$ cat src/hw/rtl/krt_pkg.sv
// Shared types, constants and helpers for the keyed record table.
package krt_pkg;

   localparam int CAPACITY = 16;
   localparam int IDX_W    = (CAPACITY > 1) ? $clog2(CAPACITY) : 1;
   localparam int CNT_W    = $clog2(CAPACITY + 1);

   localparam int BRAND_W  = 64;
   localparam int PLATE_W  = 32;
   localparam int REF_W    = 16;
   localparam int KIND_W   = 2;
   localparam int STATUS_W = 2;
   localparam int COUNT_W  = 5;
   localparam int LIMIT_W  = 5;

   localparam int REQ_DATA_W = 112;
   localparam int RSP_DATA_W = 24;

   localparam logic [KIND_W-1:0] KIND_INSERT = 2'd0;
   localparam logic [KIND_W-1:0] KIND_QUERY  = 2'd1;
   localparam logic [KIND_W-1:0] KIND_REMOVE = 2'd2;

   localparam logic [STATUS_W-1:0] ST_OK        = 2'd0;
   localparam logic [STATUS_W-1:0] ST_FULL      = 2'd1;
   localparam logic [STATUS_W-1:0] ST_NOT_FOUND = 2'd2;

   localparam int LIMIT_RESET_INT = (16 > CAPACITY) ? CAPACITY : 16;
   localparam logic [CNT_W-1:0] LIMIT_RESET = CNT_W'(LIMIT_RESET_INT);

   typedef struct packed {
      logic [BRAND_W-1:0] brand;
      logic [PLATE_W-1:0] plate;
      logic [REF_W-1:0]   ref_val;
   } record_type;

   typedef struct packed {
      logic capture;
      logic ins;
      logic rd_search;
      logic take_hit;
      logic dec_count;
      logic rd_shift;
      logic wr_shift;
      logic idx_inc;
      logic load_rsp;
   } cmd_type;

   typedef struct packed {
      logic idx_end;
      logic hit;
      logic is_remove;
   } stat_type;

   // Clear every byte from the first zero byte upward.
   function automatic logic [BRAND_W-1:0] brand_norm(input logic [BRAND_W-1:0] b);
      logic [BRAND_W-1:0] res;
      logic               stop;
      res  = '0;
      stop = 1'b0;
      for (int i = 0; i < 8; i++) begin
         if (b[8*i +: 8] == 8'd0) begin
            stop = 1'b1;
         end
         if (!stop) begin
            res[8*i +: 8] = b[8*i +: 8];
         end
      end
      return res;
   endfunction

   function automatic logic [CNT_W-1:0] clamp_limit(input logic [LIMIT_W-1:0] v);
      logic [CNT_W-1:0] res;
      if (32'(v) > 32'(CAPACITY)) begin
         res = CNT_W'(CAPACITY);
      end else begin
         res = CNT_W'(v);
      end
      return res;
   endfunction

endpackage

$ cat src/hw/rtl/krt_ctrl.sv
// Sequencing state machine for insert, search and shift-down of the record table.
module krt_ctrl (
   input  logic              clock,
   input  logic              reset,
   input  logic              req_tvalid,
   output logic              req_tready,
   input  logic [1:0]        req_kind,
   output logic              rsp_tvalid,
   input  logic              rsp_tready,
   input  krt_pkg::stat_type stat,
   output krt_pkg::cmd_type  cmd
);

   localparam logic [2:0] S_IDLE     = 3'd0;
   localparam logic [2:0] S_INSERT   = 3'd1;
   localparam logic [2:0] S_SEARCH   = 3'd2;
   localparam logic [2:0] S_CHECK    = 3'd3;
   localparam logic [2:0] S_SHIFT_RD = 3'd4;
   localparam logic [2:0] S_SHIFT_WR = 3'd5;
   localparam logic [2:0] S_FINISH   = 3'd6;

   logic [2:0] state_ff, state_in;
   logic       rsp_valid_ff, rsp_valid_in;

   always_comb begin
      state_in     = state_ff;
      rsp_valid_in = rsp_valid_ff;
      cmd          = '0;
      req_tready   = 1'b0;

      if (rsp_valid_ff && rsp_tready) begin
         rsp_valid_in = 1'b0;
      end

      unique case (state_ff)
         S_IDLE: begin
            req_tready = 1'b1;
            if (req_tvalid) begin
               cmd.capture = 1'b1;
               unique case (req_kind) inside
                  krt_pkg::KIND_INSERT: state_in = S_INSERT;
                  krt_pkg::KIND_QUERY, krt_pkg::KIND_REMOVE: state_in = S_SEARCH;
                  default: state_in = S_FINISH;
               endcase
            end
         end
         S_INSERT: begin
            cmd.ins  = 1'b1;
            state_in = S_FINISH;
         end
         S_SEARCH: begin
            if (stat.idx_end) begin
               state_in = S_FINISH;
            end else begin
               cmd.rd_search = 1'b1;
               state_in      = S_CHECK;
            end
         end
         S_CHECK: begin
            if (stat.hit) begin
               cmd.take_hit = 1'b1;
               if (stat.is_remove) begin
                  cmd.dec_count = 1'b1;
                  state_in      = S_SHIFT_RD;
               end else begin
                  state_in = S_FINISH;
               end
            end else begin
               cmd.idx_inc = 1'b1;
               state_in    = S_SEARCH;
            end
         end
         S_SHIFT_RD: begin
            if (stat.idx_end) begin
               state_in = S_FINISH;
            end else begin
               cmd.rd_shift = 1'b1;
               state_in     = S_SHIFT_WR;
            end
         end
         S_SHIFT_WR: begin
            cmd.wr_shift = 1'b1;
            cmd.idx_inc  = 1'b1;
            state_in     = S_SHIFT_RD;
         end
         S_FINISH: begin
            if (!rsp_valid_ff || rsp_tready) begin
               cmd.load_rsp = 1'b1;
               rsp_valid_in = 1'b1;
               state_in     = S_IDLE;
            end
         end
         default: begin
            state_in = S_IDLE;
         end
      endcase
   end

   always_ff @(posedge clock) begin
      if (reset) begin
         state_ff     <= S_IDLE;
         rsp_valid_ff <= 1'b0;
      end else begin
         state_ff     <= state_in;
         rsp_valid_ff <= rsp_valid_in;
      end
   end

   assign rsp_tvalid = rsp_valid_ff;

endmodule

$ cat src/hw/rtl/krt_dpath.sv
// Record memory, count, limit, search index and result registers of the record table.
module krt_dpath (
   input  logic                                clock,
   input  logic                                reset,
   input  krt_pkg::cmd_type                    cmd,
   output krt_pkg::stat_type                   stat,
   input  logic [krt_pkg::KIND_W-1:0]          req_kind,
   input  logic [krt_pkg::REQ_DATA_W-1:0]      req_data,
   input  logic                                csr_we,
   input  logic [krt_pkg::LIMIT_W-1:0]         csr_value,
   output logic [krt_pkg::STATUS_W-1:0]        rsp_status,
   output logic [krt_pkg::REF_W-1:0]           rsp_ref,
   output logic [krt_pkg::COUNT_W-1:0]         rsp_count
);

   krt_pkg::record_type mem [krt_pkg::CAPACITY];

   logic [krt_pkg::KIND_W-1:0]   kind_ff, kind_in;
   logic [krt_pkg::BRAND_W-1:0]  brand_ff, brand_in;
   logic [krt_pkg::PLATE_W-1:0]  plate_ff, plate_in;
   logic [krt_pkg::REF_W-1:0]    ref_ff, ref_in;
   logic [krt_pkg::CNT_W-1:0]    idx_ff, idx_in;
   logic [krt_pkg::CNT_W-1:0]    count_ff, count_in;
   logic [krt_pkg::CNT_W-1:0]    limit_ff, limit_in;
   logic [krt_pkg::STATUS_W-1:0] status_ff, status_in;
   logic [krt_pkg::REF_W-1:0]    fref_ff, fref_in;
   logic [krt_pkg::STATUS_W-1:0] rsp_status_ff, rsp_status_in;
   logic [krt_pkg::REF_W-1:0]    rsp_ref_ff, rsp_ref_in;
   logic [krt_pkg::COUNT_W-1:0]  rsp_count_ff, rsp_count_in;
   krt_pkg::record_type          rd_ff;

   logic                         room;
   logic                         wr_en;
   logic [krt_pkg::IDX_W-1:0]    wr_addr;
   krt_pkg::record_type          wr_data;
   logic                         rd_en;
   logic [krt_pkg::IDX_W-1:0]    rd_addr;
   logic [krt_pkg::CNT_W-1:0]    idx_next;

   assign room     = (count_ff < limit_ff);
   assign idx_next = idx_ff + krt_pkg::CNT_W'(1);

   always_comb begin
      kind_in       = kind_ff;
      brand_in      = brand_ff;
      plate_in      = plate_ff;
      ref_in        = ref_ff;
      idx_in        = idx_ff;
      count_in      = count_ff;
      limit_in      = limit_ff;
      status_in     = status_ff;
      fref_in       = fref_ff;
      rsp_status_in = rsp_status_ff;
      rsp_ref_in    = rsp_ref_ff;
      rsp_count_in  = rsp_count_ff;
      wr_en         = 1'b0;
      wr_addr       = idx_ff[krt_pkg::IDX_W-1:0];
      wr_data       = rd_ff;
      rd_en         = 1'b0;
      rd_addr       = idx_ff[krt_pkg::IDX_W-1:0];

      if (csr_we) begin
         limit_in = krt_pkg::clamp_limit(csr_value);
      end

      if (cmd.capture) begin
         kind_in   = req_kind;
         brand_in  = krt_pkg::brand_norm(req_data[63:0]);
         plate_in  = req_data[95:64];
         ref_in    = req_data[111:96];
         idx_in    = '0;
         status_in = krt_pkg::ST_NOT_FOUND;
         fref_in   = '0;
      end

      if (cmd.ins) begin
         if (room) begin
            wr_en     = 1'b1;
            wr_addr   = count_ff[krt_pkg::IDX_W-1:0];
            wr_data   = '{brand: brand_ff, plate: plate_ff, ref_val: ref_ff};
            count_in  = count_ff + krt_pkg::CNT_W'(1);
            status_in = krt_pkg::ST_OK;
         end else begin
            status_in = krt_pkg::ST_FULL;
         end
      end

      if (cmd.rd_search) begin
         rd_en   = 1'b1;
         rd_addr = idx_ff[krt_pkg::IDX_W-1:0];
      end

      if (cmd.rd_shift) begin
         rd_en   = 1'b1;
         rd_addr = idx_next[krt_pkg::IDX_W-1:0];
      end

      if (cmd.take_hit) begin
         status_in = krt_pkg::ST_OK;
         fref_in   = rd_ff.ref_val;
      end

      if (cmd.dec_count) begin
         count_in = count_ff - krt_pkg::CNT_W'(1);
      end

      if (cmd.wr_shift) begin
         wr_en   = 1'b1;
         wr_addr = idx_ff[krt_pkg::IDX_W-1:0];
         wr_data = rd_ff;
      end

      if (cmd.idx_inc) begin
         idx_in = idx_next;
      end

      if (cmd.load_rsp) begin
         rsp_status_in = status_ff;
         rsp_ref_in    = fref_ff;
         rsp_count_in  = krt_pkg::COUNT_W'(count_ff);
      end
   end

   always_ff @(posedge clock) begin
      if (wr_en) begin
         mem[wr_addr] <= wr_data;
      end
      if (rd_en) begin
         rd_ff <= mem[rd_addr];
      end
   end

   always_ff @(posedge clock) begin
      if (reset) begin
         count_ff <= '0;
         limit_ff <= krt_pkg::LIMIT_RESET;
      end else begin
         count_ff <= count_in;
         limit_ff <= limit_in;
      end
   end

   always_ff @(posedge clock) begin
      kind_ff       <= kind_in;
      brand_ff      <= brand_in;
      plate_ff      <= plate_in;
      ref_ff        <= ref_in;
      idx_ff        <= idx_in;
      status_ff     <= status_in;
      fref_ff       <= fref_in;
      rsp_status_ff <= rsp_status_in;
      rsp_ref_ff    <= rsp_ref_in;
      rsp_count_ff  <= rsp_count_in;
   end

   assign stat.idx_end   = (idx_ff >= count_ff);
   assign stat.hit       = (rd_ff.brand == brand_ff) && (rd_ff.plate == plate_ff);
   assign stat.is_remove = (kind_ff == krt_pkg::KIND_REMOVE);

   assign rsp_status = rsp_status_ff;
   assign rsp_ref    = rsp_ref_ff;
   assign rsp_count  = rsp_count_ff;

endmodule

$ cat src/hw/rtl/keyed_record_table_unit.sv
// Top level of the keyed record table: controller, datapath and stream ports.
//
//   channel  direction  handshake              payload
//   req      in         req_tvalid/req_tready  tuser kind, tdata brand/plate/ref
//   rsp      out        rsp_tvalid/rsp_tready  tuser status, tdata found_ref/count
//   csr      in         csr_valid/csr_ready    max_entries (5 bits)
//
// Insert goes through the insert step to the finish step. Query reads and compares one
// record at a time (search, then check) until a hit or the end of the table. Remove: a
// query hit, then each later record is read and written one slot down (shift read, shift write).
// Synchronous reset clears the count and sets the limit to min(16, CAPACITY).
// A new transfer is taken while a result waits on rsp; the finish step holds until
// the output register frees up. csr is always ready.
module keyed_record_table_unit (
   input  logic                                  clock,
   input  logic                                  reset,
   input  logic                                  req_tvalid,
   output logic                                  req_tready,
   input  logic [krt_pkg::KIND_W-1:0]            req_tuser,  // [1:0] kind
   // [63:0] key_brand, [95:64] key_plate, [111:96] entry_ref
   input  logic [krt_pkg::REQ_DATA_W-1:0]        req_tdata,
   output logic                                  rsp_tvalid,
   input  logic                                  rsp_tready,
   output logic [krt_pkg::STATUS_W-1:0]          rsp_tuser,  // [1:0] status
   // [15:0] found_ref, [20:16] count, [23:21] zero
   output logic [krt_pkg::RSP_DATA_W-1:0]        rsp_tdata,
   input  logic                                  csr_valid,
   output logic                                  csr_ready,
   input  logic [krt_pkg::LIMIT_W-1:0]           csr_data    // [4:0] max_entries
);

   krt_pkg::cmd_type             cmd;
   krt_pkg::stat_type            stat;
   logic [krt_pkg::REF_W-1:0]    rsp_ref;
   logic [krt_pkg::COUNT_W-1:0]  rsp_count;

   assign csr_ready = 1'b1;

   krt_ctrl u_ctrl (
      .clock      (clock),
      .reset      (reset),
      .req_tvalid (req_tvalid),
      .req_tready (req_tready),
      .req_kind   (req_tuser),
      .rsp_tvalid (rsp_tvalid),
      .rsp_tready (rsp_tready),
      .stat       (stat),
      .cmd        (cmd)
   );

   krt_dpath u_dpath (
      .clock      (clock),
      .reset      (reset),
      .cmd        (cmd),
      .stat       (stat),
      .req_kind   (req_tuser),
      .req_data   (req_tdata),
      .csr_we     (csr_valid),
      .csr_value  (csr_data),
      .rsp_status (rsp_tuser),
      .rsp_ref    (rsp_ref),
      .rsp_count  (rsp_count)
   );

   assign rsp_tdata = {3'b000, rsp_count, rsp_ref};

endmodule

$ cat config.mk
export PLATFORM = sky130hd
export DESIGN_NAME = keyed_record_table_unit
export DESIGN_NICKNAME = d
export VERILOG_FILES = /design/src/hw/rtl/krt_pkg.sv /design/src/hw/rtl/krt_ctrl.sv /design/src/hw/rtl/krt_dpath.sv /design/src/hw/rtl/keyed_record_table_unit.sv
export SDC_FILE = /design/constraint.sdc
export NUM_CORES = 2
export LEC_CHECK = 0
export BUFFER_PORTS_ARGS = -buffer_cell sky130_fd_sc_hd__clkbuf_2
export CAP_MARGIN = 0
export CORE_MARGIN = 2
export CORE_UTILIZATION = 45
export CTS_CLUSTER_DIAMETER = 50
export DETAILED_ROUTE_END_ITERATION = 8
export PLACE_DENSITY = 0.65
export SLEW_MARGIN = 20
export SYNTH_ARGS = -nofsm -noshare
export SYNTH_HDL_FRONTEND = slang
export SYNTH_SLANG_ARGS = --single-unit
$ cat constraint.sdc
create_clock -name clock -period 40 [get_ports clock]
set_clock_uncertainty 0.05 [all_clocks]
set_input_delay 8 -clock clock [delete_from_list [all_inputs] [get_ports clock]]
set_output_delay 8 -clock clock [all_outputs]
set_load 0.01 [all_outputs]
# --- After elaboration in Yosys (flattened, before gate mapping) ---
# Memories as Yosys holds them, arrays and structs flattened. A register that Yosys moved wholly into a read port is not among the register bits.
# Cells that the tools add are included.
op_classes:
  add_sub_neg: 3
  multipliers: 0
  n_div: 0
  magnitude_cmp: 3
  eq_ne: 13
  shifts: 0
  mux: 67
  bitwise: 0
  reduce_logical: 22
op_table:
  columns: ["cell", "n"]
  rows:
  - ["two-way mux 112 bit", 3]
  - ["equality test 64 bit", 1]
  - ["logical NOT 8 bit", 8]
  - ["two-way mux 1 bit", 39]
  - ["equality test 32 bit", 1]
  - ["two-way mux 16 bit", 2]
  - ["two-way mux 5 bit", 6]
  - ["case mux 3 bit (7 select lines)", 1]
  - ["two-way mux 4 bit", 4]
  - ["two-way mux 2 bit", 6]
  - ["two-way mux 3 bit", 4]
  - ["adder 5 x 1 -> 5 bit, second input constant", 2]
  - ["nonzero test 2 bit", 5]
  - ["equality test 3 bit, second input constant", 3]
  - ["equality test 3 x 2 -> 1 bit, second input constant", 2]
  - ["case mux 3 bit (2 select lines)", 1]
  - ["greater-or-equal comparator 5 bit", 1]
  - ["greater-than comparator 5 bit, second input constant", 1]
  - ["less-than comparator 5 bit", 1]
  - ["subtractor 5 x 1 -> 5 bit, second input constant", 1]
  - ["equality test 2 bit, second input constant", 2]
  - ["AND reduction 2 bit", 2]
  - ["equality test 3 x 1 -> 1 bit, second input constant", 1]
  - ["logical NOT 3 bit", 1]
  - ["other kinds (9)", 10]
totals:
  ff_bits: 174
  latch_bits: 0
  mem_bits_rw: 1792
  mem_bits_ro: 0
  in_bits: 124
  output_inout_bits: 29
  elab_cells: 130
  mem_count: 1
memory_table:
  columns: ["name", "words", "word_bits", "read_ports", "rd_ports_with_merged_regs", "wr", "line_no", "source"]
  rows:
  - ["u_dpath.mem", 16, 112, 1, 1, 1, "krt_dpath.sv:16", "krt_pkg::record_type mem [krt_pkg::CAPACITY];"]

# --- Logic depth before layout (Yosys ltp) ---
logic_depth:
  ltp_word: 17
  ltp_mapped: 14
  mapped_depth_nobuf: 13

# --- Cells and area by module ---
# Synthesis repeated with hierarchy kept, for this count alone.
unflattened:
  hier_cells: 3566
  area_unflattened_um2: 79312.3
by_module_without_submodules:
  columns: ["module", "instances", "cells_each", "area_each_um2", "seq_area_each_um2"]
  rows:
  - ["krt_dpath", 1, 3516, 78929.4, 62159.6]
  - ["krt_ctrl", 1, 44, 345.3, 80.1]
  - ["keyed_record_table_unit", 1, 6, 37.5, 0.0]

# --- Worst setup path before layout ---
# No wires, ideal clock.
synth_timing:
  path_type: "flip-flop to flip-flop"
  startpoint: "register u_dpath.idx_ff[0] (netlist bit)"
  endpoint: "register u_dpath.rd_ff[0] (netlist name)"
  setup_time_ps: 858
  arrival_time_ps: 11951
  required_time_ps: 39092
  path_slack_ps: 27141
  path_stages_with_launch: 8
  path_buffers: 1
  period_less_slack_ps: 12859
  path_cell_list: "edfxtp_1 clkbuf_1 inv_1 ha_1 nor2b_1 o21a_1 nor2_2 nor4_1"
synth_via:
  word_cells_on_any_way: 8
  classes_between: "1 x add/sub; 1 x order compare; 6 x mux"
synth_lines:
  columns: ["element", "line_no", "source"]
  rows:
  - ["start: declaration", "krt_dpath.sv:22", "logic [krt_pkg::CNT_W-1:0] idx_ff, idx_in;"]
  - ["start signal: assignment", "krt_dpath.sv:148", "idx_ff <= idx_in;"]
  - ["adder 5 x 1 -> 5 bit", "krt_dpath.sv:41", "assign idx_next = idx_ff + krt_pkg::CNT_W'(1);"]
  - ["named net u_dpath.idx_next, one bit", "krt_dpath.sv:38", "logic [krt_pkg::CNT_W-1:0] idx_next;"]
  - ["two-way mux 4 bit", "krt_dpath.sv:93", "if (cmd.rd_shift) begin"]
# The timed path passes the listed nets, and every way through them passes these cells.
# A chain may end at the register's enable or synchronous reset.

# --- Worst setup path after layout ---
layout_timing:
  startpoint: "input req_tdata[2] (netlist bit)"
  endpoint: "register u_dpath.brand_ff[58] (netlist bit) (data pin)"
layout_via:
  elab_chain_cells: 17
layout_rtl:
  columns: ["element", "line_no", "source"]
  rows:
  - ["start: declaration", "keyed_record_table_unit.sv:21", "input logic [krt_pkg::REQ_DATA_W-1:0] req_tdata,"]
  - ["logical NOT 8 bit", "krt_pkg.sv:61", "if (b[8*i +: 8] == 8'd0) begin"]
  - ["two-way mux 1 bit", "krt_pkg.sv:61", null]
  - ["two-way mux 1 bit", "krt_dpath.sv:66", "if (cmd.capture) begin"]
  - ["two-way mux 1 bit", "krt_pkg.sv:61", null]
  - ["two-way mux 1 bit", "krt_dpath.sv:66", null]
  - ["two-way mux 1 bit", "krt_pkg.sv:61", null]
  - ["two-way mux 1 bit", "krt_dpath.sv:66", null]
  - ["two-way mux 1 bit", "krt_pkg.sv:61", null]
  - ["two-way mux 1 bit", "krt_dpath.sv:66", null]
  - ["two-way mux 1 bit", "krt_pkg.sv:61", null]
  - ["two-way mux 1 bit", "krt_dpath.sv:66", null]
  - ["two-way mux 1 bit", "krt_pkg.sv:61", null]
  - ["two-way mux 1 bit", "krt_dpath.sv:66", null]
  - ["two-way mux 1 bit", "krt_pkg.sv:61", null]
  - ["two-way mux 1 bit", "krt_dpath.sv:66", null]
  - ["two-way mux 1 bit", "krt_pkg.sv:61", null]
  - ["two-way mux 1 bit", "krt_dpath.sv:66", null]
  - ["end signal: assignment", "krt_dpath.sv:145", "brand_ff <= brand_in;"]
  - ["end: declaration", "krt_dpath.sv:19", "logic [krt_pkg::BRAND_W-1:0] brand_ff, brand_in;"]
# No other way between the ends. The select of a mux whose other input is x is not followed.

==> flow_summary.toml <==
[setup_path]
cp.arrival_ns = 11.14
crit_path_max_fanout = 18
reg2reg_from = "u_dpath.count_ff[1]"
crit_required_ns = 40.67
worst_setup_path_start_kind = "input port"
worstSetupPathType = "input port to flop"
reg2reg_depth = 11
end_kind = "flop"
rrSetupSlack_ns = 33.70
rr_endpoint = "u_dpath.mem[7][34]"

[floorplanning]
dieArea_sq_um = 199000
num_io_pins = 153
core_area_sq_um = 195000
rows = 162
chipHeight_microns = 446
die_width_microns = 446
initial_core_util_pct = 45.2

[global_routing]
globalRouteMet3Util_pct = 3.60
antenna_found_initial = 0
first_global_vias = 55600
grt_usage_pct = 24.8
grt_max_degree = 193
use_met1_pct = 31.8
busiest_layer = "met2"
grt_pass1_wl_microns = 366000
grt_util_met2_pct = 42.1
grt_overflow = 0

[final_layout]
syn_to_final_growth_pct = 11.8
multi_input_area_sq_um = 24100
regArea_sq_um = 62200
fillers = 16200
drive_above_1_share_pct = 8.82
nets = 6703

[job]
max-cap-violations = 0

[cts]
cts_tree = "built"
postCtsSetupBuffers = 0
root_buffer = "clkbuf_16"
cts_hold_buf = 0
clkTransAtPathRegs_ns = 0.06
cts_inserted_buffers = 222
clk_path_buf_depth = 3
cts.sinks = 2078
clkLatencyLatePin_ns = 0.86
h-tree-depth = 4
post_cts_resized = 0

[yosys]
synthCells = 6566
ys_ff_latch = 2078
ys_seq_area_share_pct = 70.7
synth_edf_count = 2062
synth_area_sq_um = 88100
syn_area_per_cell_sq_um = 13.4
synth_xor_area_share_pct = 1.07
synth_compound_area_share_pct = 13.4
synth_top_family_by_area = "compound AO/OA/AOI/OAI gates"
ys_types = 63
muxShareOfSynthArea_pct = 5.17
yosys.area_share.simple_pct = 7.30
ys_async_sr_fraction_pct = 0
synthFlopType = "edfxtp_1"
synth_fa_ha_area_share_pct = 0.207
ys_warn_count = 0

[sta]
timing.setup.tns_ns = 0
slew_viol_final = 0
finalCritPeriodShare_pct = 26.2
relSlewSlack_pct = 21.3
worst-slew-pin-transition_ns = 1.17
max_freq_mhz = 95.5
min_period_ns = 10.47
timing.hold.ws_ns = 0.368
hold_violations = 0
final-setup-viol-count = 0
rsz0062_at_grt = "no"

[route]
drt_first_pass_iters = 6
via_per_inst = 6.09
ant_nets = 0
route.detailed.drc = 0
wl_microns = 253000
post_drt_wl_per_cell_microns = 27.0
drt-initial-drc-count = 6027
num_vias = 57100

[worst_hold_path]
min_path_cells = 0
hp-start = "u_dpath.fref_ff[7]"
holdPathEnd = "u_dpath.rsp_ref[7]"
hold_class = "flop to flop"

[power]
cellLeakagePower_nw = 33.4
peakVddDrop_mv = 0.140
p_per_area_nw_per_um2 = 72.6

[place]
globalplace.congestion = 0.774
hpwl_microns = 121000
portBuffers = 148

[run_status]
status = "completed"
[synth_stat cells, drive strengths merged (8+ instances only)]
cell type,instances,share of area [%]
o2bb2ai,111,1.1
mux2i,454,5.2
a311oi,44,0.44
ha,13,0.18
a22o,115,1.1
nand3,19,0.11
and2,67,0.48
edfxtp,2062,70
clkbuf,313,1.3
a31oi,111,0.79
xor2,100,1.0
a211oi,175,1.5
nor3,8,0.045
a21oi,910,5.2
a21boi,110,0.94
nor2,376,1.6
and3,12,0.085
inv,13,0.055
o22ai,8,0.057
a22oi,151,1.3
nand2,1038,4.4
buf,156,0.81
dfxtp,16,0.36
o21ai,14,0.088
a32oi,63,0.63
nor4,41,0.31
[through the flow]
stage / power [W] / instance area [sq um] / worst slack, ns / instances / util (%)
after floorplan: 0.00444 / 88100 / 27.14 / 6568 / -
after global placement: 0.00512 / 91400 / 28.71 / 8963 / 46.9
after detailed placement: 0.00518 / 91400 / 28.59 / 8965 / 46.9
after CTS: 0.00715 / 98400 / 29.50 / 9379 / 50.5
after global routing: 0.00744 / 98400 / 29.14 / 9379 / 50.5
final: 0.00715 / 98400 / 29.53 / 9382 / 50.5
[layout by cell type, fill, tap and decap left out, drive strengths merged, types with 8 or more instances in the layout]
cell type and count:
a211oi 175, a21boi 110, a21oi 910, a22o 115, a22oi 151, a311oi 44, a31oi 111, a32oi 63
and2 67, and3 12, buf 94, bufinv 13, clkbuf 421, clkinv 102, clkinvlp 8, dfxtp 16
edfxtp 2062, ha 13, inv 32, mux2i 454, nand2 1038, nand3 19, nor2 376, nor3 8
nor4 41, o21ai 14, o22ai 8, o2bb2ai 111, xor2 100
[kinds of logic after synthesis]
kind of cell    Yosys count
simple gates           1592
xor+xnor                107
mux                     455
buf+inv                 483
fa+ha+maj                14
compound gates         1835
flops                  2078
other cells               2
[how the worst max path moves through the flow]
stage	from	endpoint	slack, ns	depth (start not counted)
final	req_tdata[2]	u_dpath.brand_ff[58]	29.53	10
after global placement	req_tdata[1]	u_dpath.brand_ff[56]	28.71	10
after floorplan	u_dpath.idx_ff[0]	u_dpath.rd_ff[0]	27.14	7
after global routing	req_tdata[1]	u_dpath.brand_ff[63]	29.14	10
after CTS	req_tdata[2]	u_dpath.brand_ff[63]	29.50	10
after detailed placement	req_tdata[2]	u_dpath.brand_ff[63]	28.59	10
[layer usage]
layer / vias up / share of wire, %
met4: 0 / 4.1
li1: 25000 / -
met5: - / 0
met2: 2638 / 49
met1: 29000 / 39
met3: 489 / 7.6
[final cells by class]
class                   count  share of cell area (%)
diodes                      3                 0.00763
clock buffers             273                    5.90
clock inverters           141                    1.20
inverters                  14                  0.0635
multi-input cells        4007                    24.5
flip-flops and latches   2078                    63.2
well taps                2624                    3.34
repair buffers            242                    1.75
[flip-flops by register name (all words and copies together) (netlist names), 2 cells and up]
register / cells
u_dpath.rsp_ref: 16
u_ctrl.state_ff: 3
u_dpath.rsp_status: 2
u_dpath.limit_ff: 5
u_dpath.rsp_count: 5
u_dpath.ref_ff: 16
u_dpath.idx_ff: 5
u_dpath.status_ff: 2
u_dpath.brand_ff: 64
u_dpath.kind_ff: 2
u_dpath.mem: 1792
u_dpath.count_ff: 5
u_dpath.plate_ff: 32
u_dpath.fref_ff: 16
u_dpath.rd_ff: 112
[power breakdown]
| group | internal (W) | switching, W |
|---|---|---|
| Clock | 0.00112 | 0.000860 |
| Sequential | 0.00287 | 0.000102 |
| Combinational | 0.000610 | 0.00158 |
[critical path: stages]
cell,delay [ns]
clkbuf_2,0.09
nor4_1,0.06
nand2_1,0.62
and3_1,0.44
nand2_1,0.10
a21oi_2,0.11
buf_4,0.22
a21boi_0,0.58
a21boi_0,0.64
and2_1,0.23
Note: power is estimated with default switching activity, not from simulation.
